==> config.mk <==
export PLATFORM = sky130hd
export DESIGN_NAME = two_button_press_classifier_unit
export DESIGN_NICKNAME = d
export VERILOG_FILES = /design/src/hdl/tbp_pkg.sv /design/src/hdl/tbp_key.sv /design/src/hdl/tbp_core.sv /design/src/hdl/two_button_press_classifier_unit.sv
export SDC_FILE = /design/constraint.sdc
export NUM_CORES = 1
export LEC_CHECK = 0
export BUFFER_PORTS_ARGS = -buffer_cell sky130_fd_sc_hd__buf_4
export CAP_MARGIN = 20
export CORE_AREA = 2 2 250 252
export CTS_BUF_LIST = sky130_fd_sc_hd__clkbuf_4 sky130_fd_sc_hd__clkbuf_8
export DETAILED_ROUTE_END_ITERATION = 8
export DIE_AREA = 0 0 252 254
export GPL_ROUTABILITY_DRIVEN = 1
export MAX_ROUTING_LAYER = met4
export SETUP_SLACK_MARGIN = 0.05
export SYNTH_ARGS = -nofsm -noshare
export SYNTH_HDL_FRONTEND = slang
export SYNTH_SLANG_ARGS = --single-unit
==> constraint.sdc <==
create_clock -name clk -period 6 [get_ports clk]
set_clock_uncertainty 0.15 [all_clocks]
set_input_delay 0.6 -clock clk [delete_from_list [all_inputs] [get_ports clk]]
set_output_delay 0.6 -clock clk [all_outputs]
set_load 0.05 [all_outputs]
==> src/hdl/tbp_pkg.sv <==
`default_nettype none

package tbp_pkg;

  // Width of a configuration register and of the write data
  localparam int CFG_W = 16;

  // Default width of the internal time base
  localparam int TIME_BITS_DEF = 32;

  // Register indexes on the configuration port
  localparam int CFG_IDX_W = 2;
  localparam logic [CFG_IDX_W-1:0] CFG_DEBOUNCE  = 2'd0;
  localparam logic [CFG_IDX_W-1:0] CFG_HOLD      = 2'd1;
  localparam logic [CFG_IDX_W-1:0] CFG_BOTH_HOLD = 2'd2;

  // Register reset values
  localparam logic [CFG_W-1:0] DEBOUNCE_RST  = 16'd50;
  localparam logic [CFG_W-1:0] HOLD_RST      = 16'd800;
  localparam logic [CFG_W-1:0] BOTH_HOLD_RST = 16'd3000;

  // Event codes
  typedef enum logic [2:0] {
    EV_NONE         = 3'd0,
    EV_FIRST_SHORT  = 3'd1,
    EV_FIRST_HOLD   = 3'd2,
    EV_SECOND_SHORT = 3'd3,
    EV_SECOND_HOLD  = 3'd4,
    EV_BOTH_HOLD    = 3'd5
  } event_t;

  // Per-button flags
  typedef struct packed {
    logic prev_level;
    logic hold_sent;
    logic release_done;
  } key_flags_t;

  // Outcome of one button check
  typedef struct packed {
    logic hit;
    logic is_hold;
  } key_res_t;

endpackage

`default_nettype wire

==> src/hdl/tbp_key.sv <==
`default_nettype none

module tbp_key import tbp_pkg::*; #(
  parameter int TIME_BITS = TIME_BITS_DEF
) (
  input  wire logic                 level,
  input  wire logic [TIME_BITS-1:0] now,
  input  wire logic [TIME_BITS-1:0] press_time,
  input  wire key_flags_t           flags,
  input  wire logic [CFG_W-1:0]     debounce_ms,
  input  wire logic [CFG_W-1:0]     hold_ms,
  output logic      [TIME_BITS-1:0] edge_time,
  output key_flags_t                edge_flags,
  output logic      [TIME_BITS-1:0] chk_time,
  output key_flags_t                chk_flags,
  output key_res_t                  res
);

  logic [TIME_BITS-1:0] held;
  logic                 started;
  logic                 release_go;
  logic                 hold_go;

  // Stamp the press time on a rising level and track the level
  always_comb begin
    edge_time  = press_time;
    edge_flags = flags;
    if (level && !flags.prev_level) begin
      edge_time               = now;
      edge_flags.hold_sent    = 1'b0;
      edge_flags.release_done = 1'b0;
    end
    edge_flags.prev_level = level;
  end

  // Elapsed time wraps with the time base
  assign held    = now - edge_time;
  assign started = (edge_time != '0);

  assign release_go = !level && started && !edge_flags.release_done;
  assign hold_go    = level && started && !edge_flags.hold_sent &&
                      (held >= TIME_BITS'(hold_ms));

  // Classify a release, else report a hold while still down
  always_comb begin
    chk_time    = edge_time;
    chk_flags   = edge_flags;
    res.hit     = 1'b0;
    res.is_hold = 1'b0;
    if (release_go) begin
      chk_time               = '0;
      chk_flags.release_done = 1'b1;
      if (held >= TIME_BITS'(hold_ms)) begin
        res.hit     = 1'b1;
        res.is_hold = 1'b1;
      end else if (held >= TIME_BITS'(debounce_ms)) begin
        res.hit = 1'b1;
      end
    end else if (hold_go) begin
      chk_flags.hold_sent = 1'b1;
      res.hit             = 1'b1;
      res.is_hold         = 1'b1;
    end
  end

endmodule

`default_nettype wire

==> src/hdl/tbp_core.sv <==
`default_nettype none

module tbp_core import tbp_pkg::*; #(
  parameter int TIME_BITS = TIME_BITS_DEF
) (
  input  wire logic                 clk,
  input  wire logic                 rst_n,
  input  wire logic                 fire,
  input  wire logic [TIME_BITS-1:0] now,
  input  wire logic                 lv1,
  input  wire logic                 lv2,
  input  wire logic [CFG_W-1:0]     debounce_ms,
  input  wire logic [CFG_W-1:0]     hold_ms,
  input  wire logic [CFG_W-1:0]     both_hold_ms,
  output event_t                    ev
);

  logic [TIME_BITS-1:0] t1_r, t1_nxt, t2_r, t2_nxt, tj_r, tj_nxt;
  key_flags_t           f1_r, f1_nxt, f2_r, f2_nxt;
  logic                 js_r, js_nxt;

  logic [TIME_BITS-1:0] t1_edge, t1_chk, t2_edge, t2_chk;
  key_flags_t           f1_edge, f1_chk, f2_edge, f2_chk;
  key_res_t             r1, r2;
  logic [TIME_BITS-1:0] joint_held;

  tbp_key #(.TIME_BITS(TIME_BITS)) u_key1 (
    .level(lv1), .now(now), .press_time(t1_r), .flags(f1_r),
    .debounce_ms(debounce_ms), .hold_ms(hold_ms),
    .edge_time(t1_edge), .edge_flags(f1_edge),
    .chk_time(t1_chk), .chk_flags(f1_chk), .res(r1)
  );

  tbp_key #(.TIME_BITS(TIME_BITS)) u_key2 (
    .level(lv2), .now(now), .press_time(t2_r), .flags(f2_r),
    .debounce_ms(debounce_ms), .hold_ms(hold_ms),
    .edge_time(t2_edge), .edge_flags(f2_edge),
    .chk_time(t2_chk), .chk_flags(f2_chk), .res(r2)
  );

  assign joint_held = now - tj_r;

  // Resolve the event in priority order and form the next state
  always_comb begin
    t1_nxt = t1_edge;
    f1_nxt = f1_edge;
    t2_nxt = t2_edge;
    f2_nxt = f2_edge;
    tj_nxt = tj_r;
    js_nxt = js_r;
    ev     = EV_NONE;
    if (lv1 && lv2) begin
      if (tj_r == '0) begin
        tj_nxt = now;
        js_nxt = 1'b0;
      end else if (!js_r && (joint_held >= TIME_BITS'(both_hold_ms))) begin
        js_nxt = 1'b1;
        ev     = EV_BOTH_HOLD;
      end
    end else begin
      tj_nxt = '0;
      t1_nxt = t1_chk;
      f1_nxt = f1_chk;
      if (r1.hit) begin
        ev = r1.is_hold ? EV_FIRST_HOLD : EV_FIRST_SHORT;
      end else begin
        t2_nxt = t2_chk;
        f2_nxt = f2_chk;
        if (r2.hit) begin
          ev = r2.is_hold ? EV_SECOND_HOLD : EV_SECOND_SHORT;
        end else begin
          if (!lv1) f1_nxt.release_done = 1'b0;
          if (!lv2) f2_nxt.release_done = 1'b0;
        end
      end
    end
  end

  // Hold the button and joint state; advance once per processed poll
  always_ff @(posedge clk) begin
    if (!rst_n) begin
      t1_r <= '0;
      t2_r <= '0;
      tj_r <= '0;
      f1_r <= '0;
      f2_r <= '0;
      js_r <= 1'b0;
    end else if (fire) begin
      t1_r <= t1_nxt;
      t2_r <= t2_nxt;
      tj_r <= tj_nxt;
      f1_r <= f1_nxt;
      f2_r <= f2_nxt;
      js_r <= js_nxt;
    end
  end

endmodule

`default_nettype wire

==> src/hdl/two_button_press_classifier_unit.sv <==
`default_nettype none

// Two-button press classifier. Each poll (timestamp plus two button levels)
// gives exactly one event code, in poll order. A poll can be taken every
// clock cycle while the result is not stalled: it lands in an input
// register, and once the result register is free one pass of compare logic
// against the per-button and joint state updates that state and loads the
// result register, so the sustained rate is one poll per cycle while
// out_stall stays low. The state update through that pass sets the rate. A
// waiting result does not block the input register; when both are full and
// the result is stalled, in_stall rises. Configuration writes take effect at
// once and belong to idle periods. There is no clearing pass after reset.
module two_button_press_classifier_unit import tbp_pkg::*; #(
  parameter int TIME_BITS = TIME_BITS_DEF
) (
  input  wire logic                 clk,
  input  wire logic                 rst_n,
  input  wire logic                 in_valid,
  output logic                      in_stall,
  input  wire logic [31:0]          in_now_ms,
  input  wire logic                 in_first_down,
  input  wire logic                 in_second_down,
  output logic                      out_valid,
  input  wire logic                 out_stall,
  output logic      [2:0]           out_event_res,
  input  wire logic                 cfg_we,
  input  wire logic [CFG_IDX_W-1:0] cfg_index,
  input  wire logic [CFG_W-1:0]     cfg_wdata
);

  logic [CFG_W-1:0]     debounce_r, hold_r, both_hold_r;
  logic                 s1_valid_r;
  logic [TIME_BITS-1:0] s1_now_r;
  logic                 s1_lv1_r, s1_lv2_r;
  logic                 out_valid_r;
  event_t               out_event_r;
  event_t               ev;
  logic                 in_take, out_take, move;

  // Configuration registers
  always_ff @(posedge clk) begin
    if (!rst_n) begin
      debounce_r  <= DEBOUNCE_RST;
      hold_r      <= HOLD_RST;
      both_hold_r <= BOTH_HOLD_RST;
    end else if (cfg_we) begin
      unique case (cfg_index)
        CFG_DEBOUNCE:  debounce_r  <= cfg_wdata;
        CFG_HOLD:      hold_r      <= cfg_wdata;
        CFG_BOTH_HOLD: both_hold_r <= cfg_wdata;
        default: ;
      endcase
    end
  end

  // Handshake: a poll moves on when the result register is empty or its result is taken
  assign out_take = out_valid_r && !out_stall;
  assign move     = s1_valid_r && (!out_valid_r || out_take);
  assign in_stall = s1_valid_r && !move;
  assign in_take  = in_valid && !in_stall;

  // Input register
  always_ff @(posedge clk) begin
    if (!rst_n) begin
      s1_valid_r <= 1'b0;
    end else if (in_take) begin
      s1_valid_r <= 1'b1;
    end else if (move) begin
      s1_valid_r <= 1'b0;
    end
  end

  always_ff @(posedge clk) begin
    if (in_take) begin
      s1_now_r <= TIME_BITS'(in_now_ms);
      s1_lv1_r <= in_first_down;
      s1_lv2_r <= in_second_down;
    end
  end

  tbp_core #(.TIME_BITS(TIME_BITS)) u_core (
    .clk(clk), .rst_n(rst_n), .fire(move),
    .now(s1_now_r), .lv1(s1_lv1_r), .lv2(s1_lv2_r),
    .debounce_ms(debounce_r), .hold_ms(hold_r), .both_hold_ms(both_hold_r),
    .ev(ev)
  );

  // Result register
  always_ff @(posedge clk) begin
    if (!rst_n) begin
      out_valid_r <= 1'b0;
    end else if (move) begin
      out_valid_r <= 1'b1;
    end else if (out_take) begin
      out_valid_r <= 1'b0;
    end
  end

  always_ff @(posedge clk) begin
    if (move) begin
      out_event_r <= ev;
    end
  end

  assign out_valid     = out_valid_r;
  assign out_event_res = out_event_r;

  // Stall only with a poll waiting in the input register
  a_stall_needs_item: assert property (@(posedge clk) disable iff (!rst_n)
    in_stall |-> s1_valid_r)
    else $error("in_stall high with empty input register");

  // A poll that moves on always yields a result next cycle
  a_move_gives_result: assert property (@(posedge clk) disable iff (!rst_n)
    move |=> out_valid)
    else $error("processed poll produced no result");

  // With both buttons down only none or combined hold may come out
  a_both_down_event: assert property (@(posedge clk) disable iff (!rst_n)
    (move && s1_lv1_r && s1_lv2_r) |=>
      (out_event_res == EV_NONE || out_event_res == EV_BOTH_HOLD))
    else $error("single-button event while both buttons down");

  // A stalled result is never overwritten
  a_no_overwrite: assert property (@(posedge clk) disable iff (!rst_n)
    (out_valid && out_stall) |-> !move)
    else $error("result register loaded while stalled");

endmodule

`default_nettype wire

==> flow_metrics.py <==
metrics = {
    "synth": {
        "synth_top_area_share_pct": 20.2,
        "post_synth_main_area_contributors": "dfxtp_1, ha_1, edfxtp_1",
        "ys_seq_area_share_pct": 27.5,
        "ys_top_cells_by_count": "nand2_1, a21oi_1, ha_1, nor2_1, dfxtp_1",
        "synth_xor_area_share_pct": 3.63,
        "synth-edff-count": 37,
        "synth.most_common_cell": "nand2_1",
        "synth_cell_types": 81,
        "yosys.area.top_type": "dfxtp_1",
        "synth_nets": 2171,
        "synth.yosys.warnings": 0,
        "synth-compound-area-share_pct": 25.7,
        "ys_ff_latch": 190,
        "synthAdderAreaFrac_pct": 13.7,
        "post_synth.cell_area_avg_um2": 7.79,
        "synth_top_family_by_area": "compound AO/OA/AOI/OAI gates",
        "dominantRegCellSynth": "dfxtp_1",
        "synthSimpleGateAreaFrac_pct": 20.8,
        "synthCells": 1951,
        "syn-cell-area_mm2": 0.0152,
        "muxShareOfSynthArea_pct": 3.43,
        "async_flop_share_pct": 0,
    },
    "floorplan": {
        "start_util_pct": 24.8,
        "rows": 91,
        "fp.coreArea_mm2": 0.0613,
        "dieArea_mm2": 0.0640,
        "die_h_um": 254,
        "ios": 62,
        "fp.dieW_um": 252,
    },
    "worst_setup_path": {
        "reg2reg_depth": 26,
        "crit_type": "register to register",
        "cp-startpoint": "s1_lv1_r",
        "rr_startpoint": "s1_lv1_r",
        "crit_path_end": "u_core.t2_r[20]",
        "start_kind": "register",
        "r2r-end": "u_core.t2_r[20]",
        "endpoint_kind": "register",
        "critPathRequiredTime_ps": 6280,
        "cp.arrival_ps": 5830,
        "r2r_slack_ps": 450,
        "cp_max_fo": 6,
    },
    "pwr": {
        "power_switching_uw": 1470,
        "switching_share_pct": 39.3,
        "p_leak_uw": 0.00659,
        "pwr-share-clk_pct": 24.5,
        "seqPwrFrac_pct": 38.2,
        "ir_drop_uv": 122,
        "finalPower_uw": 3750,
        "combPwrFrac_pct": 37.3,
        "p_int_uw": 2280,
        "power_density_mw_per_mm2": 218,
    },
    "routing": {
        "wl_mm": 52.8,
        "wl_per_cell_um": 18.9,
        "drt_iter0_markers": 1254,
        "final_antenna_net_count": 0,
        "first_pass_iters": 5,
        "vias": 14911,
        "drc_errors": 0,
        "viasPerCell": 5.33,
    },
    "layout": {
        "finalInstanceArea_mm2": 0.0172,
        "stdcell_count": 2797,
        "fillers": 6655,
        "drive_above_1_share_pct": 9.42,
        "fin_nets": 2213,
        "multi_input_area_mm2": 0.0103,
        "syn2layout_area_growth_pct": 13.3,
        "layout.area.seq_mm2": 0.00418,
    },
    "timing": {
        "worstMarginPinSlew_ps": 860,
        "rsz0062_at_grt": "false",
        "setup_viol": 0,
        "setup_tns_ps": 0,
        "max_slew_margin_pct": 42.4,
        "slew_viol_final": 0,
        "fin_crit_sh_pct": 92.5,
        "hold_viol": 0,
        "fmax_mhz": 180,
        "fin_crit_ps": 5550,
    },
    "place": {
        "port_buffers": 61,
        "hpwl_mm": 41.0,
        "place_congestion": 0.950,
        "place_inst": 2759,
        "dpl_cell_area_mm2": 0.0167,
    },
    "clock_network": {
        "postCtsHoldBufs": 0,
        "numCtsBuffers": 17,
        "cts_tree": "built",
        "path_clk_slew_ps": 120,
        "root_buffer": "clkbuf_8",
        "clock_path_buffers": 2,
        "cts_sinks": 190,
        "htree_levels": 4,
        "worstSkewPairLatency_ps": 540,
    },
    "global_route": {
        "grt_pass1_vias": 13630,
        "grt_pass1_wl_mm": 80.3,
        "grt_max_degree": 71,
        "grt_usage_pct": 16.6,
        "overflow": 0,
        "antenna_found_initial": 2,
    },
    "min_path": {
        "min_path_type": "input pin to register",
    },
    "status": {
        "status": "complete, no violations",
    },
    "run": {
        "maxCapViolCount": 0,
    },
}
layer usage:
metal / routed length (µm) / part of all wire [%] / GRT usage [%]
met1: 22900 / 43 / 20.6
met2: 25400 / 48 / 27.7
met3: 2810 / 5.3 / 1.84
met4: 1750 / 3.3 / 6.51
met5: 0 / 0 / -
power groups by stage:
stage | combinational, µW | sequential (µW) | clock (µW)
floorplan | 967 | 1430 | 0
global placement | 1370 | 1460 | 0
detailed placement | 1360 | 1460 | 0
CTS | 1370 | 1430 | 946
global route | 1540 | 1440 | 994
finish | 1400 | 1430 | 920
cell type report:
class | count | share of cell area [%]
antenna | 1 | 0.0145
tap | 790 | 5.74
clock inverter | 14 | 1.01
multi-input combinational | 1554 | 59.7
inverter | 112 | 2.45
timing repair buffer | 118 | 5.38
clock buffer | 18 | 1.44
sequential | 190 | 24.3
critical path: stages (launching register included):
cell and delay [ps]:
edfxtp_1 470, nand2b_1 190, nand2_1 70, o21ai_1 110
ha_1 220, inv_1 60, fa_2 370, and3b_1 210
a31oi_2 180, o21ai_1 120, a31oi_1 230, o21bai_1 150
a31oi_1 210, xnor2_1 180, ha_1 290, a21o_1 180
a21oi_1 150, o21ai_0 160, a211oi_1 220, o2111ai_1 140
a2111oi_1 320, and4_2 340, a21oi_2 130, o211ai_1 180
buf_4 170, clkbuf_4 190, o21ai_1 60
per-stage QoR:
step | setup WS [ps] | utilization, % | hold WS [ps]
after floorplan | 224 | - | 279
after global placement | 303 | 27.3 | 286
after detailed placement | 223 | 27.3 | 291
after CTS | 140 | 28.0 | 45.1
after global routing | 47.2 | 28.1 | 58.8
final | 448 | 28.1 | 82.5
sequential cells by signal, indices dropped and copies added, names as in the netlist, 3 cells and up:
signal and flops:
debounce_r 16, u_core.t1_r 32, both_hold_r 16, u_core.f1_r 3, s1_now_r 32, hold_r 16, u_core.f2_r 3, out_event_res 3
u_core.tj_r 32, u_core.t2_r 32
kinds of logic after synthesis:
logic type               after synthesis
buffers and inverters                207
AO/OA/AOI/OAI                        613
XOR/XNOR                              63
multiplexers                          52
AND/OR/NAND/NOR                      660
flip-flops                           190
adder cells (fa/ha/maj)              166
cell usage in the layout, fill, tap and decap left out, types with 36 or more instances in the layout:
master / count
a21o_1: 56
xnor2_1: 37
nor3_1: 54
ha_1: 161
nor2_1: 154
nand4_1: 36
o21ai_1: 39
dfxtp_1: 152
inv_1: 110
buf_4: 113
o21ai_0: 84
nor4_1: 39
edfxtp_1: 37
a21oi_1: 185
nand2_1: 216
mux2i_1: 52
a22oi_1: 48
what timing repair did:
| item | 4_1_cts | 5_1_grt |
|---|---|---|
| buffers inserted | 0 | 2 |
| gates resized for setup | 0 | 14 |
| setup endpoints to repair | 0 | 38 |
how the worst min path moves through the flow:
stage | start | endpoint | slack (ps) | cells after the start
2_1_floorplan | u_core.t2_r[0] | u_core.t2_r[0] | 280 | 2
6_report | in_now_ms[20] | s1_now_r[20] | 80 | 1
5_1_grt | in_now_ms[31] | s1_now_r[31] | 60 | 1
3_3_place_gp | u_core.t2_r[13] | u_core.t2_r[13] | 290 | 2
3_5_place_dp | u_core.t2_r[13] | u_core.t2_r[13] | 290 | 2
4_1_cts | in_now_ms[11] | s1_now_r[11] | 50 | 1
Power figures use the tool's default switching activity.
